==> config.mk <==
export PLATFORM = sky130hd
export DESIGN_NAME = lca_cell
export DESIGN_NICKNAME = d
export VERILOG_FILES = /design/src/lca_pkg.sv /design/src/lca_cell.sv
export SDC_FILE = /design/constraint.sdc
export NUM_CORES = 1
export LEC_CHECK = 0
export ABC_AREA = 1
export BUFFER_PORTS_ARGS = -buffer_cell sky130_fd_sc_hd__buf_2
export CAP_MARGIN = 20
export CORE_AREA = 2 2 152 154
export CTS_CLUSTER_SIZE = 16
export DETAILED_ROUTE_END_ITERATION = 12
export DIE_AREA = 0 0 154 156
export RECOVER_POWER = 50
export SKIP_CTS_REPAIR_TIMING = 1
export SLEW_MARGIN = 20
export SYNTH_ARGS = -nofsm -noshare
export SYNTH_HDL_FRONTEND = slang
export SYNTH_SLANG_ARGS = --single-unit
==> constraint.sdc <==
create_clock -name clk -period 1.8 [get_ports clk]
set_input_delay 0.18 -clock clk [delete_from_list [all_inputs] [get_ports clk]]
set_output_delay 0.18 -clock clk [all_outputs]
set_load 0.005 [all_outputs]
==> src/lca_pkg.sv <==
// ----------------------------------------------------------------------------
// lca_pkg: shared types and constants for the life grid
// request and response beats, row-cell control, pattern rows
// ----------------------------------------------------------------------------
`default_nettype none

package lca_pkg;

    localparam int ROWS_DEF   = 64;
    localparam int COLS_DEF   = 64;
    localparam int ROW_W      = 6;
    localparam int COL_W      = 6;
    localparam int PAT_W      = 5;
    localparam int CELL_IDX_W = 9;

    typedef enum logic [2:0] {
        REQ_CLEAR = 3'd0,
        REQ_SET   = 3'd1,
        REQ_KILL  = 3'd2,
        REQ_PLACE = 3'd3,
        REQ_STEP  = 3'd4,
        REQ_READ  = 3'd5
    } req_kind_t;

    typedef enum logic [1:0] {
        PAT_LINE   = 2'd0,
        PAT_FLOWER = 2'd1,
        PAT_GLIDER = 2'd2,
        PAT_CROSS  = 2'd3
    } pat_kind_t;

    typedef enum logic [0:0] {
        ST_IDLE = 1'b0,
        ST_STEP = 1'b1
    } lca_state_t;

    typedef struct packed {
        logic [2:0]       req_type;
        logic [ROW_W-1:0] row;
        logic [COL_W-1:0] col;
        logic [1:0]       pattern;
    } req_item_t;

    typedef struct packed {
        logic cell_alive;
        logic in_range;
    } rsp_item_t;

    typedef struct packed {
        logic             clear;
        logic             shift;
        logic             set_en;
        logic             kill_en;
        logic             pat_en;
        logic [ROW_W-1:0] row;
    } cell_ctrl_t;

    typedef struct packed {
        logic advance;
        logic first;
        logic last;
    } gen_ctrl_t;

    // bit k of the result is column offset k of pattern row dr
    function automatic logic [PAT_W-1:0] pat_row(input logic [1:0] pat, input logic [1:0] dr);
        logic [PAT_W-1:0] m;
        m = '0;
        case (pat)
            PAT_LINE:
            begin
                if (dr == 2'd0) m = 5'b00111;
            end
            PAT_FLOWER:
            begin
                if (dr == 2'd1) m = 5'b10101;
                else if (dr == 2'd0 || dr == 2'd2) m = 5'b01110;
            end
            PAT_GLIDER:
            begin
                if (dr == 2'd0) m = 5'b00111;
                else if (dr == 2'd1) m = 5'b00100;
                else if (dr == 2'd2) m = 5'b00010;
            end
            PAT_CROSS:
            begin
                if (dr == 2'd1) m = 5'b00111;
                else if (dr == 2'd0 || dr == 2'd2) m = 5'b00010;
            end
            default:
            begin
                m = '0;
            end
        endcase
        return m;
    endfunction

endpackage

`default_nettype wire

==> src/lca_cell.sv <==
// ----------------------------------------------------------------------------
// lca_cell: one grid row in the row chain
// holds COLS cells, takes edits for its own row index, shifts to its neighbor
// ----------------------------------------------------------------------------
`default_nettype none

module lca_cell #(
    parameter int COLS = lca_pkg::COLS_DEF,
    parameter int IDX  = 0
) (
    input  wire                       clk,
    input  wire                       rst_n,
    input  lca_pkg::cell_ctrl_t       ctrl,
    input  wire  [COLS-1:0]           col_mask,
    input  wire  [2:0][COLS-1:0]      pat_mask,
    input  wire  [COLS-1:0]           shift_in,
    output logic [COLS-1:0]           row_out
);
    import lca_pkg::*;

    localparam logic [CELL_IDX_W-1:0] MY_IDX = CELL_IDX_W'(IDX);

    logic [COLS-1:0]       row_reg;
    logic [COLS-1:0]       row_next;
    logic [CELL_IDX_W-1:0] base;
    logic                  hit0;
    logic                  hit1;
    logic                  hit2;
    logic [COLS-1:0]       pat_sel;

    assign base = CELL_IDX_W'(ctrl.row);
    assign hit0 = (MY_IDX == base);
    assign hit1 = (MY_IDX == base + CELL_IDX_W'(1));
    assign hit2 = (MY_IDX == base + CELL_IDX_W'(2));

    // pattern row that lands on this grid row, if any
    assign pat_sel = ({COLS{hit0}} & pat_mask[0])
                   | ({COLS{hit1}} & pat_mask[1])
                   | ({COLS{hit2}} & pat_mask[2]);

    always_comb
    begin
        row_next = row_reg;
        if (ctrl.clear)
            row_next = '0;
        else if (ctrl.shift)
            row_next = shift_in;
        else if (ctrl.set_en && hit0)
            row_next = row_reg | col_mask;
        else if (ctrl.kill_en && hit0)
            row_next = row_reg & ~col_mask;
        else if (ctrl.pat_en)
            row_next = row_reg | pat_sel;
    end

    always_ff @(posedge clk or negedge rst_n)
    begin
        if (!rst_n)
            row_reg <= '0;
        else
            row_reg <= row_next;
    end

    assign row_out = row_reg;

endmodule

`default_nettype wire

==> impl_metrics.toml, run 1 <==
[run_status]
status = "completed"

[synth]
syn_avg_cell_area_um2 = 5.180
ys.warnings.count = 0
ys_types = 18
yosys-top-cells-area = "nor2_1 27%, dfrtp_1 22%, nand2_1 17%"
synth.largest_area_cell = "nor2_1"
synth_seq_cells = 64
yosysTopAreaCellShare = 0.2652
syn_area_um2 = 7303
synth_nets = 1744
synthCells = 1410
synth-seq-area-share = 0.2193

[detailed_routing]
viasPerCell = 4.945
ant_nets = 0
via_count = 10160
dr.first_iter.drc_count = 683
avgRoutedWirePerCell_um = 15.40
wirelength_um = 31620
dr.pass1.iters = 6
drc = 0

[sta]
maxSlewViolCount = 0
rsz0062_at_grt = "no"
timing.final.ws_setup_ns = 0.3047
hold_ws_ns = 0.1679
hold_viol = 0
tightest_slew_ns = 0.9171
slew_headroom = 0.3886
period_needed_ns = 1.495
fin_tns_setup_ns = 0
setup_viol = 0
period_share = 0.8307
fin_skew_ns = 0
max_clock_freq_mhz = 668.8

[global_route]
globalRouteTotalUtil = 0.2563
overflow = 0
grt_pass1_vias = 9612
grt_pass1_wl_um = 49420
antenna_found_initial = 8
grt_max_degree = 66

[clock_network]
clock_latency_ns = 0.33
cts_tree = "built"
clock_sink_count = 64
h-tree-depth = 3
cts_root_buffer = "clkbuf_16"
cts.path.max_buffers = 2
cts_buffers = 9
clk_pin_slew_worst_paths_ns = 0.06

[pwr]
leakage_nw = 5.932
finalPower_mw = 5.080
cellPowerDensity_nw_per_um2 = 507.9
ir_worst_vdd_mv = 0.3820

[worst_setup_path]
crit_required_ns = 2.02
r2r-start = "row_out[10]"
cp_num_buf_inv = 4
r2r_setup_slack_ns = 0.73
criticalPathCategory = "input port to flip-flop"
cp_slowest_cell = "buf_12"
ff2ff_path_depth = 6
slowest_delay_ns = 0.29
arrival_ns = 1.72
path_delay_family = "buffers and inverters"
start_kind = "input port"
cp_common_cell = "nand2_1"
cp_cell_sequence = "buf_2, nor2_1, nand4_1, buf_4, inv_2, buf_12, nor2_1, nand2_1, nand2_1, nand2_1, nand2_1"
timing.rr.end = "row_out[10]"
cp-end-kind = "flip-flop"
path_max_fanout = 64

[cells_and_area]
regArea_um2 = 1602
layoutNonFillerInstCount = 2054
syn_to_final_growth_pct = 36.95
layout-drive-gt1-share = 0.2469
fin_util = 0.4472
multi_input_area_um2 = 4722
fillCellCount = 2528
largest_reg_flops = 64
nNetsFinal = 2093
final_cell_area_um2 = 10000

[place]
post-place-ws_ns = 0.01688
dp_hpwl_um = 22320
numPortBuffers = 396
gp_congestion = 0.9083
dp.cells = 2032
place_area_um2 = 9724

[floorplanning]
die_width_um = 154
initial_core_util = 0.3265
dieArea_um2 = 24020
io_pins = 397
core_area_um2 = 22370
rows = 55
die-height_um = 156

[hold_path]
min_from = "shift_in[38]"
worstHoldEndpoint = "row_out[38]"
hold_path_depth = 5
hold_class = "input port to flip-flop"

[job]
max_cap_viol_count = 0
==> area by class of cell <==
type,count,area share
antenna,7,0.001751
clock buffer,14,0.02740
multi-input combinational,1116,0.4721
timing repair buffer,431,0.2513
inverter,137,0.05166
tap,285,0.03565
sequential,64,0.1601
==> worst reg2reg max path, cell delays in order, from the launching register on <==
cell and delay [ns]:
dfrtp_1 0.46, nor2_1 0.16, nand3_1 0.12, nand2_1 0.08, nand2_1 0.04, nand2_1 0.05, nand2_1 0.05
==> synth_stat cells <==
master / number
nand4_1: 130
or2_1: 1
nor2_2: 1
clkbuf_1: 22
buf_6: 7
buf_2: 61
inv_1: 132
nor2_1: 516
ha_1: 1
nand3_1: 68
nand2_1: 332
nor2_4: 2
inv_2: 4
buf_1: 3
dfrtp_1: 64
clkinv_1: 1
nor3_1: 1
a21oi_1: 64
==> cell usage in the layout (no fill, tap or decap), types with 2 or more instances in the layout <==
| master | n |
|---|---|
| nor2_4 | 2 |
| clkbuf_8 | 3 |
| nand2_1 | 331 |
| buf_2 | 378 |
| buf_4 | 11 |
| a21oi_1 | 64 |
| buf_12 | 23 |
| inv_2 | 3 |
| nand4_1 | 130 |
| clkbuf_16 | 9 |
| inv_1 | 132 |
| clkbuf_1 | 19 |
| dfrtp_1 | 64 |
| nor2_1 | 516 |
| diode_2 | 7 |
| nand3_1 | 67 |
==> where the power goes <==
part | internal, mW | switching [mW] | leakage [nW]
sequential | 1.56 | 0.190 | 0.832
combinational | 0.742 | 0.914 | 4.96
clock | 1.03 | 0.639 | 0.135
total | 3.34 | 1.74 | 5.93
==> routing by layer <==
layer	share of wire	vias to the layer above	global-route usage
li1	-	5118	-
met1	0.42	4610	0.3018
met2	0.49	369	0.4610
met3	0.063	59	0.04861
met4	0.028	2	0.09880
met5	0.00041	-	0
==> kinds of logic after synthesis <==
group	after synthesis	synth area share
AND/OR/NAND/NOR	1051	0.5993
buffers and inverters	230	0.1359
AO/OA/AOI/OAI	64	0.04386
flip-flops	64	0.2193
adder cells (fa/ha/maj)	1	0.001713
==> how the worst max path moves through the flow <==
stage / start / endpoint / slack, ns / depth (start not counted)
floorplan: ctrl[1] / row_out[10] / 0.42 / 11
global placement: ctrl[1] / row_out[15] / 0.06 / 11
detailed placement: ctrl[1] / row_out[37] / 0.02 / 11
CTS: ctrl[4] / row_out[13] / 0.36 / 11
global route: ctrl[1] / row_out[32] / 0.20 / 11
finish: ctrl[1] / row_out[32] / 0.30 / 11
Note: power is estimated with default switching activity, not from simulation.
==> inputs of run 2 (changes only) <==
Clock period 1.8 ns to 1.43 ns, I/O delays scaled along.
==> run 2 against run 1 <==
Sequential share of layout area down 0.39 points. Clock power up 31%. Register-to-register slack worse by 0.41 ns. Clock-buffer cell count down 4. Final cell count up 0.68%. Worst setup slack worse by 0.21 ns. Critical path depth up 2. Wire length up 6.1%. Hold slack worse by 0.035 ns. Die area unchanged. Combinational power up 30%.
==> impl_metrics.toml, run 2 (synthesis results as in run 1) <==
[floorplanning]
initial_core_util = 0.3265
die-height_um = 156
rows = 55
io_pins = 397
core_area_um2 = 22370
dieArea_um2 = 24020
die_width_um = 154

[sta]
maxSlewViolCount = 0
timing.final.ws_setup_ns = 0.09694
hold_ws_ns = 0.1325
tightest_slew_ns = 0.9303
max_clock_freq_mhz = 750.2
setup_viol = 0
fin_tns_setup_ns = 0
slew_headroom = 0.3798
rsz0062_at_grt = "yes"
period_share = 0.9322
period_needed_ns = 1.333
fin_skew_ns = 0
hold_viol = 0

[clock_network]
h-tree-depth = 3
clk_pin_slew_worst_paths_ns = 0.06
cts_buffers = 9
cts_tree = "built"
cts.path.max_buffers = 2
clock_latency_ns = 0.34
clock_sink_count = 64
cts_root_buffer = "clkbuf_16"

[detailed_routing]
avgRoutedWirePerCell_um = 16.22
wirelength_um = 33540
drc = 0
ant_nets = 0
dr.pass1.iters = 6
viasPerCell = 5.032
dr.first_iter.drc_count = 781
via_count = 10410

[place]
post-place-ws_ns = -0.3170
gp_congestion = 0.8833
dp_hpwl_um = 22630
place_area_um2 = 9739
numPortBuffers = 396
dp.cells = 2039

[pwr]
cellPowerDensity_nw_per_um2 = 639.9
p_switching_mw = 2.290
seqPwrFrac = 0.337
power.internal_mw = 4.268
ir_worst_vdd_mv = 0.4528
finalPower_mw = 6.558
leakage_nw = 6.065
swShare = 0.3492
clockPowerShare = 0.334
power_frac_comb = 0.329

[run_status]
status = "completed"

[cells_and_area]
layout-drive-gt1-share = 0.2593
largest_reg_flops = 64
multi_input_area_um2 = 4730
final_cell_area_um2 = 10250
regArea_um2 = 1602
layout_commonest_cell = "nor2_1"
syn_to_final_growth_pct = 40.33
fin_util = 0.4582
layoutNonFillerInstCount = 2068
fillCellCount = 2483
nNetsFinal = 2109
final_cell_mix = "515 x nor2_1, 384 x buf_2, 330 x nand2_1"

[worst_setup_path]
start_kind = "input port"
cp-end-kind = "flip-flop"
crit_required_ns = 1.71
criticalPathCategory = "input port to flip-flop"
arrival_ns = 1.61
path_max_fanout = 14

[global_route]
grt_pass1_wl_um = 48810
grt_pass1_vias = 9313
grt_max_degree = 65
overflow = 0
antenna_found_initial = 7
globalRouteTotalUtil = 0.2554

[hold_path]
hold_class = "input port to flip-flop"

[job]
max_cap_viol_count = 0
run 2: cell count changes in the layout (fill, tap and decap cells not counted), moves of 2 or more:
cell       delta
clkbuf_1      -8
clkinv_2      +2
diode_2       -2
buf_2         +6
buf_12        -3
clkbuf_16     +6
clkbuf_8      -3
buf_16        +2
buf_4        +10
run 2: worst paths after layout:
| path | startpoint | endpoint | slack, ns | cells past startpoint |
|---|---|---|---|---|
| setup reg to reg | row_out[10] | row_out[10] | 0.32 | 6 |
| hold / removal | shift_in[5] | row_out[5] | 0.13 | 5 |
| hold reg to reg | row_out[19] | row_out[19] | 0.56 | 2 |
| setup / recovery | ctrl[1] | row_out[54] | 0.1 | 13 |
| min in group asynchronous | rst_n | row_out[31] | 0.61 | 3 |
| max in group asynchronous | rst_n | row_out[14] | 0.22 | 3 |
run 2: per-layer routing:
layer / up-vias / global-route usage / part of all wire
li1: 5154 / - / -
met4: 4 / 0.08322 / 0.025
met5: - / 0 / 0.00081
met2: 438 / 0.4529 / 0.49
met3: 60 / 0.04472 / 0.066
met1: 4750 / 0.3140 / 0.42
run 2: worst max-delay path, cell delays in order:
cell	delay, ns
buf_2	0.12
ha_2	0.27
nor2_1	0.08
nand2_1	0.10
nor2_4	0.13
buf_4	0.17
clkbuf_16	0.19
nand4_1	0.10
nand3_1	0.10
nand2_1	0.05
nand2_1	0.05
nand2_1	0.05
nand2_1	0.05
run 2: area by class of cell:
cell class                      instances  share of cell area
Antenna cell                            5            0.001221
Clock buffer                           10             0.02234
Clock inverter                          4            0.004639
Inverter                              137             0.05042
Multi-Input combinational cell       1116              0.4615
Sequential cell                        64              0.1563
Tap cell                              285             0.03479
Timing Repair Buffer                  447              0.2688
run 2: power by group through the flow:
stage	sequential (mW)	clock, mW	combinational, mW
global route	2.23	2.31	2.42
floorplan	2.18	0	1.04
CTS	2.20	2.24	2.10
global placement	2.23	0	2.08
detailed placement	2.23	0	2.10
finish	2.21	2.19	2.16
