<file path="config.mk">
export PLATFORM = sky130hd
export DESIGN_NAME = lca_gen
export DESIGN_NICKNAME = d
export VERILOG_FILES = /design/src/lca_pkg.sv /design/src/lca_gen.sv
export SDC_FILE = /design/constraint.sdc
export NUM_CORES = 1
export LEC_CHECK = 0
export ABC_CLOCK_PERIOD_IN_PS = 4400
export BUFFER_PORTS_ARGS = -buffer_cell sky130_fd_sc_hd__buf_2
export CORE_MARGIN = 2
export CORE_UTILIZATION = 43
export DETAILED_ROUTE_END_ITERATION = 8
export SLEW_MARGIN = 5
export SYNTH_ARGS = -nofsm -noshare
export SYNTH_HDL_FRONTEND = slang
export SYNTH_SLANG_ARGS = --single-unit
</file>
<file path="constraint.sdc">
create_clock -name clk -period 4.4 [get_ports clk]
set_clock_uncertainty 0.05 [all_clocks]
set_input_delay 0.66 -clock clk [delete_from_list [all_inputs] [get_ports clk]]
set_output_delay 0.66 -clock clk [all_outputs]
set_load 0.01 [all_outputs]
</file>
<file path="src/lca_pkg.sv">
// ----------------------------------------------------------------------------
// lca_pkg: shared types and constants for the life grid
// request and response beats, row-cell control, pattern rows
// ----------------------------------------------------------------------------
`default_nettype none

package lca_pkg;

    localparam int ROWS_DEF   = 64;
    localparam int COLS_DEF   = 64;
    localparam int ROW_W      = 6;
    localparam int COL_W      = 6;
    localparam int PAT_W      = 5;
    localparam int CELL_IDX_W = 9;

    typedef enum logic [2:0] {
        REQ_CLEAR = 3'd0,
        REQ_SET   = 3'd1,
        REQ_KILL  = 3'd2,
        REQ_PLACE = 3'd3,
        REQ_STEP  = 3'd4,
        REQ_READ  = 3'd5
    } req_kind_t;

    typedef enum logic [1:0] {
        PAT_LINE   = 2'd0,
        PAT_FLOWER = 2'd1,
        PAT_GLIDER = 2'd2,
        PAT_CROSS  = 2'd3
    } pat_kind_t;

    typedef enum logic [0:0] {
        ST_IDLE = 1'b0,
        ST_STEP = 1'b1
    } lca_state_t;

    typedef struct packed {
        logic [2:0]       req_type;
        logic [ROW_W-1:0] row;
        logic [COL_W-1:0] col;
        logic [1:0]       pattern;
    } req_item_t;

    typedef struct packed {
        logic cell_alive;
        logic in_range;
    } rsp_item_t;

    typedef struct packed {
        logic             clear;
        logic             shift;
        logic             set_en;
        logic             kill_en;
        logic             pat_en;
        logic [ROW_W-1:0] row;
    } cell_ctrl_t;

    typedef struct packed {
        logic advance;
        logic first;
        logic last;
    } gen_ctrl_t;

    // bit k of the result is column offset k of pattern row dr
    function automatic logic [PAT_W-1:0] pat_row(input logic [1:0] pat, input logic [1:0] dr);
        logic [PAT_W-1:0] m;
        m = '0;
        case (pat)
            PAT_LINE:
            begin
                if (dr == 2'd0) m = 5'b00111;
            end
            PAT_FLOWER:
            begin
                if (dr == 2'd1) m = 5'b10101;
                else if (dr == 2'd0 || dr == 2'd2) m = 5'b01110;
            end
            PAT_GLIDER:
            begin
                if (dr == 2'd0) m = 5'b00111;
                else if (dr == 2'd1) m = 5'b00100;
                else if (dr == 2'd2) m = 5'b00010;
            end
            PAT_CROSS:
            begin
                if (dr == 2'd1) m = 5'b00111;
                else if (dr == 2'd0 || dr == 2'd2) m = 5'b00010;
            end
            default:
            begin
                m = '0;
            end
        endcase
        return m;
    endfunction

endpackage

`default_nettype wire

</file>
<file path="src/lca_gen.sv">
// ----------------------------------------------------------------------------
// lca_gen: next-generation row unit at the head of the row chain
// keeps the previous old row as line buffer, applies B3/S23 per column
// ----------------------------------------------------------------------------
`default_nettype none

module lca_gen #(
    parameter int COLS = lca_pkg::COLS_DEF
) (
    input  wire                   clk,
    input  lca_pkg::gen_ctrl_t    ctrl,
    input  wire  [COLS-1:0]       center,
    input  wire  [COLS-1:0]       below,
    output logic [COLS-1:0]       new_row
);
    import lca_pkg::*;

    logic [COLS-1:0] above_reg;
    logic [COLS+1:0] pa;
    logic [COLS+1:0] pc;
    logic [COLS+1:0] pb;

    // old row above the one at the head
    always_ff @(posedge clk)
    begin
        if (ctrl.advance)
            above_reg <= center;
    end

    // zero padding stands for the dead cells beyond every edge
    assign pa = {1'b0, (ctrl.first ? {COLS{1'b0}} : above_reg), 1'b0};
    assign pc = {1'b0, center, 1'b0};
    assign pb = {1'b0, (ctrl.last ? {COLS{1'b0}} : below), 1'b0};

    always_comb
    begin
        logic [3:0] n;
        new_row = '0;
        for (int c = 0; c < COLS; c++)
        begin
            n = 4'(pa[c]) + 4'(pa[c+1]) + 4'(pa[c+2])
              + 4'(pc[c]) + 4'(pc[c+2])
              + 4'(pb[c]) + 4'(pb[c+1]) + 4'(pb[c+2]);
            new_row[c] = (n == 4'd3) || (pc[c+1] && n == 4'd2);
        end
    end

endmodule

`default_nettype wire

</file>
==> results of run 1 <==
## worst min-delay path by stage
stage / endpoint / slack, ns / cells after the start
after floorplan: above_reg[0] / 0.71 / 0
after global routing: above_reg[60] / 0.45 / 1
final: above_reg[5] / 0.47 / 1
after detailed placement: above_reg[15] / 0.82 / 1
after CTS: above_reg[62] / 0.45 / 1
after global placement: above_reg[15] / 0.82 / 1
## per-layer routing
metal	vias up	wire (um)	part of all wire
li1	4757	-	-
met1	4869	14100	0.44
met2	147	16400	0.51
met3	24	1180	0.037
met4	6	248	0.0078
met5	-	41	0.0013
## cells in the final DEF (no fill, tap or decap), types with 2 or more instances in the layout
cell	instances
buf_4	98
a21oi_2	52
ha_2	58
ha_1	127
fa_1	192
buf_2	181
ha_4	3
clkinv_4	2
a21oi_1	63
inv_2	51
buf_12	4
fa_2	60
nor3b_1	2
clkbuf_16	9
edfxtp_1	64
nor2b_1	6
a21oi_4	7
inv_1	327
or2_4	56
o21ai_0	10
nand3_1	61
clkinvlp_4	3
o21ai_1	32
diode_2	2
nand2b_1	2
o21ai_2	19
or2_2	5
nand2b_4	120
buf_16	9
buf_6	9
nor2_1	4
## metrics by stage
stage	TNS (ns)	power [mW]	utilization	cell area, um^2
detailed placement	-10.58	3.65	0.494	16100
global route	-0.917	5.60	0.548	17800
CTS	-0.523	4.79	0.534	17400
global placement	-8.62	3.53	0.494	16100
floorplan	0	2.75	-	14200
finish	-0.0472	5.03	0.549	17800
## report_power, final
part	internal (mW)	total (mW)	leakage, nW	switching (mW)
registers	0.728	0.763	0.626	0.0347
logic	1.72	3.51	8.81	1.79
clock network	0.442	0.760	0.135	0.318
## logic make-up after synthesis
family	Yosys count
buf+inv	392
simple gates	259
flops	64
compound gates	184
fa+ha+maj	440
## what timing repair did
item,4_1_cts,5_1_grt
hold endpoints to repair,0,0
setup buffers,15,27
hold buffers,0,0
pin swaps,196,151
endpoints found under the setup margin,61,61
gates resized for setup,253,108
cloned,8,0
## critical path: stages
cell      delay, ns
buf_16         0.14
buf_12         0.15
buf_4          0.13
nand2b_4       0.14
fa_1           0.45
fa_1           0.49
inv_1          0.05
fa_1           0.46
ha_2           0.21
fa_2           0.51
o21ai_1        0.09
a21oi_4        0.15
buf_6          0.12
## cell type report
class	instances	area, um^2	area share
diodes	2	5.00	0.000280
clock buffers	10	229	0.0128
clock inverters	6	70.1	0.00393
inverters	378	1420	0.0795
multi-input cells	883	11600	0.649
flip-flops and latches	64	1920	0.108
well taps	442	553	0.0310
repair buffers	301	2070	0.116
==> results.sh, run 1 <==
export IMPL_power_density_nw_per_um2=282
export IMPL_synth_area_leaders="fa_1 (35%), ha_1 (17%), edfxtp_1 (14%)"
export IMPL_syn_to_final_growth_pct=25.4
export IMPL_largest_reg_flops=64
export IMPL_maxCapViolations=0
export IMPL_clock_root_buffer="clkbuf_16"
export IMPL_antenna_found_initial=5
export IMPL_report_final_slew_viol_count=0
export IMPL_routedWlPerCell_um=15.3
export IMPL_violations="setup timing"
export IMPL_dieWidth_um=186
export IMPL_start_kind="primary input"
export IMPL_synth_top_family_by_area="adder cells"
export IMPL_cts_sinks=64
export IMPL_avgSynthCellArea_um2=10.6
export IMPL_drive_above_1_share=0.456
export IMPL_track_usage=0.196
export IMPL_hpwl_um=25500
export IMPL_route_antenna_remaining_nets=0
export IMPL_overflow=0
export IMPL_synth_area_mux_share=0
export IMPL_finalWorstSetupSlack_ns=-0.0472
export IMPL_rows=66
export IMPL_max_slew_margin=0.334
export IMPL_critPathMaxFanout=5
export IMPL_die_y_um=186
export IMPL_leakagePower_nw=9.57
export IMPL_async_flop_share=0
export IMPL_dr_pass1_iters=4
export IMPL_pre_cts_ws_ns=-0.290
export IMPL_port_buffers=195
export IMPL_hold_class="in -> reg"
export IMPL_syn_inst=1339
export IMPL_setup_viol=1
export IMPL_ys_warnings_count=0
export IMPL_max_freq_mhz=225
export IMPL_ys_flop_type="edfxtp_1"
export IMPL_synth_most_common_cell="inv_1"
export IMPL_synth_common_cells="inv_1 (341), fa_1 (252), ha_1 (188), a21oi_1 (122), nand2b_4 (117)"
export IMPL_top_usage_layer="met2"
export IMPL_synth_compound_area_frac=0.0648
export IMPL_clock_path_buffers=2
export IMPL_ios=196
export IMPL_worst_pin_slew_ns=0.999
export IMPL_synth_fp_nets=1911
export IMPL_cp_end_kind="primary output"
export IMPL_synth_edf_count=64
export IMPL_layout_nets=2209
export IMPL_htree_levels=3
export IMPL_routabilityCongestion=0.832
export IMPL_drt_iter0_drc=255
export IMPL_synthesis_area_um2=14200
export IMPL_startpoint="ctrl[1]"
export IMPL_synthSimpleGateAreaFrac=0.169
export IMPL_crit_arrival_ns=3.74
export IMPL_required_ns=3.69
export IMPL_met1_usage=0.252
export IMPL_grt_max_degree=65
export IMPL_synth_xor_area_share=0
export IMPL_yosys_area_top_type="fa_1"
export IMPL_initial_utilization=0.437
export IMPL_outcome="finished with violations"
export IMPL_crit_type="in -> out"
export IMPL_grt_util_met3=0.0295
export IMPL_synthAdderAreaFrac=0.520
export IMPL_place_inst=2018
export IMPL_finalWirelength_um=32000
export IMPL_min_delay_start="center[5]"
export IMPL_cts_buffers=9
export IMPL_dieArea_um2=34600
export IMPL_hold_worst_slack_ns=0.469
export IMPL_synth_distinct_cells=18
export IMPL_period_share=1.01
export IMPL_fillers=2963
export IMPL_grt_util_met2=0.357
export IMPL_vias_per_cell=4.70
export IMPL_ys_seq_area_frac=0.135
export IMPL_cts_tree="yes"
export IMPL_synth_top_area_share=0.355
export IMPL_clk_transition_reported_paths_ns=0.07
export IMPL_rsz0062_at_grt="true"
export IMPL_hold_violations=0
export IMPL_grt_pass1_wl_um=53200
export IMPL_fin_crit_ns=4.45
export IMPL_num_vias=9803
export IMPL_drc=0
export IMPL_worstSetupEndpoint="new_row[50]"
export IMPL_stdcell_count=2086
export IMPL_first_global_vias=11000
export IMPL_synth_seq_cells=64
export IMPL_ir_worst_vdd_uv=182
export IMPL_coreArea_um2=32500
Power figures use the tool's default switching activity.
==> run 2, diff against run 1 <==
CELL_PAD_IN_SITES_DETAIL_PLACEMENT = 1   (was default)
CELL_PAD_IN_SITES_GLOBAL_PLACEMENT = 2   (was default)
CORE_UTILIZATION = 36   (was 43)
PLACE_DENSITY_LB_ADDON = 0.1   (was default)
==> run 2 against run 1 <==
The run still ends with setup timing left. Critical path depth unchanged. Die area increased by 19%. Clock-buffer cell count decreased by 1. Non-clock buffer count increased by 14. Clock power increased by 6.6%. Core utilization decreased by 8.6 points. Maximum frequency decreased by 0.86%. Total power increased by 2.9%. Highest routed layer unchanged. Sequential share of layout area decreased by 0.073 points. Global-route usage decreased by 1.6 points.
==> results.sh, run 2 (synthesis results as in run 1) <==
export IMPL_max_stage_delay_ns=0.52
export IMPL_wl_met3_um=803
export IMPL_layout_nets=2223
export IMPL_cts_sinks=64
export IMPL_hpwl_um=29500
export IMPL_route_antenna_remaining_nets=0
export IMPL_vias_per_cell=4.56
export IMPL_dr_pass1_iters=4
export IMPL_outcome="finished with violations"
export IMPL_max_freq_mhz=223
export IMPL_antenna_found_initial=2
export IMPL_max_slew_margin=0.326
export IMPL_largest_reg_flops=64
export IMPL_fin_tns_setup_ns=-0.354
export IMPL_postCtsHoldBufs=0
export IMPL_drc=0
export IMPL_worst_pin_slew_ns=1.01
export IMPL_routabilityCongestion=0.777
export IMPL_num_antenna_cells=0
export IMPL_grt_max_degree=65
export IMPL_postLayoutCoreUtil=0.463
export IMPL_htree_levels=3
export IMPL_grt_pass1_wl_um=58900
export IMPL_startpoint="ctrl[1]"
export IMPL_finalWorstSetupSlack_ns=-0.0857
export IMPL_drive_above_1_share=0.467
export IMPL_met1_length_um=15300
export IMPL_period_share=1.02
export IMPL_clock_root_buffer="clkbuf_16"
export IMPL_track_usage=0.180
export IMPL_drt_iter0_drc=215
export IMPL_report_final_slew_viol_count=0
export IMPL_cp_slowest_cell="fa_1"
export IMPL_coreArea_um2=38800
export IMPL_dieWidth_um=203
export IMPL_num_vias=9922
export IMPL_crit_arrival_ns=3.78
export IMPL_syn_to_final_growth_pct=26.3
export IMPL_mostFrequentLayoutCells="inv_1 (320), fa_1 (192), buf_2 (179), ha_1 (127), nand2b_4 (120)"
export IMPL_required_ns=3.69
export IMPL_topRoutingLayerUsed="met5"
export IMPL_cp_end_kind="primary output"
export IMPL_die_y_um=203
export IMPL_clk_transition_reported_paths_ns=0.06
export IMPL_cpMostUsedCell="fa_1"
export IMPL_routedWlPerCell_um=16.1
export IMPL_worstSetupEndpoint="new_row[28]"
export IMPL_overflow=0
export IMPL_maxCapViolations=0
export IMPL_fillers=4343
export IMPL_dieArea_um2=41100
export IMPL_critPathMaxFanout=15
export IMPL_violations="setup timing"
export IMPL_ir_worst_vdd_uv=170
export IMPL_clock_path_buffers=2
export IMPL_fin_crit_ns=4.49
export IMPL_cts_buffers=9
export IMPL_start_kind="primary input"
export IMPL_wl_met2_um=18700
export IMPL_worstPathCellList="buf_12, buf_12, nand2b_4, fa_1, fa_1, inv_2, fa_1, ha_2, fa_2, or2_4, a21oi_2, buf_4, buf_4"
export IMPL_setup_viol=9
export IMPL_finalWirelength_um=35000
export IMPL_ios=196
export IMPL_first_global_vias=11600
export IMPL_hold_class="in -> reg"
export IMPL_hold_violations=0
export IMPL_crit_type="in -> out"
export IMPL_rows=72
export IMPL_port_buffers=195
export IMPL_power_density_nw_per_um2=288
export IMPL_final_common_cell="inv_1"
export IMPL_cts_tree="yes"
export IMPL_initial_utilization=0.366
export IMPL_rsz0062_at_grt="true"
export IMPL_leakagePower_nw=9.61
run 2: stage by stage:
step / hold slack (ns) / setup slack (ns) / cells / total power [mW] / instance area, um^2
floorplan: 0.709 / 0.0477 / 1339 / 2.75 / 14200
global placement: 0.820 / -0.254 / 2103 / 3.64 / 16200
detailed placement: 0.819 / -0.307 / 2103 / 3.75 / 16200
CTS: 0.458 / -0.124 / 2144 / 5.02 / 17500
global route: 0.471 / -0.169 / 2174 / 5.76 / 18000
finish: 0.478 / -0.0857 / 2174 / 5.18 / 18000
run 2: metal layers:
metal / track usage / up-vias
li1: - / 4775
met1: 0.228 / 5015
met2: 0.337 / 111
met3: 0.0199 / 17
met4: 0.0240 / 4
met5: 0 / -
run 2: what timing repair did:
item	CTS	global route
pin swaps	130	105
buffers inserted	23	30
endpoints found under the setup margin	61	61
cloned	2	0
gates resized for setup	283	102
run 2: cell type report:
class | instances | area, um^2 | area share
clock inverter | 7 | 86.3 | 0.00480
clock buffer | 9 | 225 | 0.0125
timing repair buffer | 315 | 2070 | 0.115
tap | 518 | 648 | 0.0361
inverter | 378 | 1420 | 0.0790
sequential | 64 | 1920 | 0.107
multi-input combinational | 883 | 11600 | 0.645
run 2: power by group:
group	internal (mW)	switching, mW
registers	0.728	0.0344
logic	1.77	1.84
clock network	0.491	0.318
run 2: worst min-delay path by stage:
stage                     from            end  cells after the start
floorplan            center[0]   above_reg[0]                      0
global placement    center[15]  above_reg[15]                      1
detailed placement  center[15]  above_reg[15]                      1
CTS                 center[56]  above_reg[56]                      1
global route        center[62]  above_reg[62]                      1
finish              center[56]  above_reg[56]                      1
run 2: critical path, delay by kind of cell:
family	cells	cell delay (ns)
buf+inv	5	0.57
compound gates	1	0.13
simple gates	2	0.38
fa+ha+maj	5	2.01
==> run 3, diff against run 2 <==
ABC_CLOCK_PERIOD_IN_PS = 4100   (was 4400)
clock period = 4.1 ns   (was 4.4 ns; I/O delays follow)
==> run 3 against run 2 <==
The run still ends with setup timing left. Wire length grew 1.2%. Sequential power grew 7.6%. First-iteration DRC count shrank 29%. Non-clock buffer count grew 51. Global-route usage grew 0.48 points. Highest routed layer unchanged.
==> results.sh, run 3 (synthesis results as in run 1) <==
export IMPL_outcome="finished with violations"
export IMPL_violations="setup timing"
export IMPL_start_kind="primary input"
export IMPL_fin_crit_ns=4.28
export IMPL_clock_path_buffers=2
export IMPL_layout_nets=2274
export IMPL_mostFrequentLayoutCells="inv_1 (315), fa_1 (189), buf_2 (162), buf_4 (159), ha_1 (127)"
export IMPL_max_freq_mhz=233
export IMPL_leakagePower_nw=9.96
export IMPL_critPathMaxFanout=8
export IMPL_dr_pass1_iters=4
export IMPL_period_share=1.04
export IMPL_grt_pass1_wl_um=60300
export IMPL_clk_transition_reported_paths_ns=0.06
export IMPL_pwr_share_seq=0.144
export IMPL_die_y_um=203
export IMPL_cts_sinks=64
export IMPL_maxCapViolations=0
export IMPL_cts_tree="yes"
export IMPL_final_common_cell="inv_1"
export IMPL_ios=196
export IMPL_clkPwrFrac=0.127
export IMPL_met1_usage=0.233
export IMPL_route_antenna_remaining_nets=0
export IMPL_drive_above_1_share=0.498
export IMPL_drc=0
export IMPL_max_slew_margin=0.309
export IMPL_report_final_slew_viol_count=0
export IMPL_num_vias=10000
export IMPL_p_sw_mw=2.43
export IMPL_fillers=4249
export IMPL_finalWorstSetupSlack_ns=-0.184
export IMPL_track_usage=0.185
export IMPL_worst_pin_slew_ns=1.04
export IMPL_syn_to_final_growth_pct=32.1
export IMPL_finalWirelength_um=35500
export IMPL_vias_per_cell=4.51
export IMPL_initial_utilization=0.366
export IMPL_clock_root_buffer="clkbuf_16"
export IMPL_first_global_vias=11900
export IMPL_pwr_share_comb=0.730
export IMPL_port_buffers=195
export IMPL_htree_levels=3
export IMPL_power_density_nw_per_um2=304
export IMPL_required_ns=3.43
export IMPL_setup_viol=54
export IMPL_top_usage_layer="met2"
export IMPL_pre_cts_ws_ns=-0.587
export IMPL_grt_util_met3=0.0249
export IMPL_fin_tns_setup_ns=-5.67
export IMPL_crit_arrival_ns=3.62
export IMPL_grt_util_met2=0.340
export IMPL_hold_worst_slack_ns=0.441
export IMPL_routedWlPerCell_um=15.9
export IMPL_cp_end_kind="primary output"
export IMPL_coreArea_um2=38800
export IMPL_crit_type="in -> out"
export IMPL_rows=72
export IMPL_hold_depth=1
export IMPL_overflow=0
export IMPL_holdPathEnd="above_reg[63]"
export IMPL_cts_buffers=9
export IMPL_rsz0062_at_grt="true"
export IMPL_power_internal_mw=3.28
export IMPL_min_delay_start="center[63]"
export IMPL_largest_reg_flops=64
export IMPL_drt_iter0_drc=153
export IMPL_antenna_found_initial=4
export IMPL_ir_worst_vdd_uv=186
export IMPL_hpwl_um=30100
export IMPL_grt_max_degree=65
export IMPL_routabilityCongestion=0.815
export IMPL_dieArea_um2=41100
export IMPL_p_sw_frac=0.425
export IMPL_hold_class="in -> reg"
export IMPL_hold_violations=0
export IMPL_dieWidth_um=203
==> run 3: cell count changes in the layout (fill, tap and decap cells not counted), sizes merged <==
cell / change
buf: +49
diode: +3
bufbuf: +2
bufinv: -2
clkbuf: +2
clkinvlp: -1
==> run 3: per-stage QoR <==
step	utilization	cell area, um^2	power, mW	std cells
after floorplan	-	14900	3.30	1339
after global placement	0.446	17300	4.27	2150
after detailed placement	0.446	17300	4.40	2150
after CTS	0.474	18400	5.63	2201
after global routing	0.484	18800	6.34	2225
final	0.484	18800	5.71	2227
==> run 3: how the worst max path moves through the flow <==
stage	from	endpoint	slack, ns	cells past startpoint
2_1_floorplan	ctrl[1]	new_row[8]	-0.01	10
3_3_place_gp	ctrl[1]	new_row[33]	-0.54	12
4_1_cts	ctrl[1]	new_row[28]	-0.23	13
3_5_place_dp	ctrl[1]	new_row[33]	-0.59	12
6_report	ctrl[1]	new_row[51]	-0.18	12
5_1_grt	ctrl[1]	new_row[51]	-0.28	12
==> run 3: repair_timing <==
item / CTS / global route
cloned: 7 / 0
buffers inserted: 29 / 23
pin swaps: 147 / 103
resized for setup: 188 / 54
setup endpoints to repair: 62 / 62
hold buffers: 0 / 0
==> run 3: critical path: stages <==
cell      delay [ns]
buf_16          0.13
buf_12          0.14
nand2b_4        0.14
fa_1            0.46
fa_1            0.51
inv_2           0.04
fa_1            0.47
ha_2            0.20
fa_2            0.34
or2_4           0.26
a21oi_4         0.13
buf_2           0.15
==> run 3: per-layer routing <==
metal / share of wire / up-vias
li1: - / 4894
met1: 0.43 / 4996
met2: 0.52 / 119
met3: 0.031 / 22
met4: 0.0098 / 2
met5: 0.00020 / -
==> run 3: cell type report <==
| class | instances | area, um^2 | area share |
|---|---|---|---|
| well taps | 518 | 648 | 0.0345 |
| inverters | 378 | 1420 | 0.0756 |
| clock inverters | 4 | 22.5 | 0.00120 |
| multi-input cells | 883 | 11800 | 0.629 |
| repair buffers | 366 | 2710 | 0.144 |
| clock buffers | 11 | 233 | 0.0124 |
| flip-flops and latches | 64 | 1920 | 0.102 |
| diodes | 3 | 7.51 | 0.000400 |
==> run 3: power by group through the flow <==
stage          Clock [mW]  Sequential [mW]  Combinational (mW)
4_1_cts             0.757            0.820                4.05
3_5_place_dp            0            0.832                3.57
6_report            0.723            0.820                4.16
5_1_grt             0.769            0.826                4.75
2_1_floorplan           0            0.828                2.47
3_3_place_gp            0            0.831                3.44
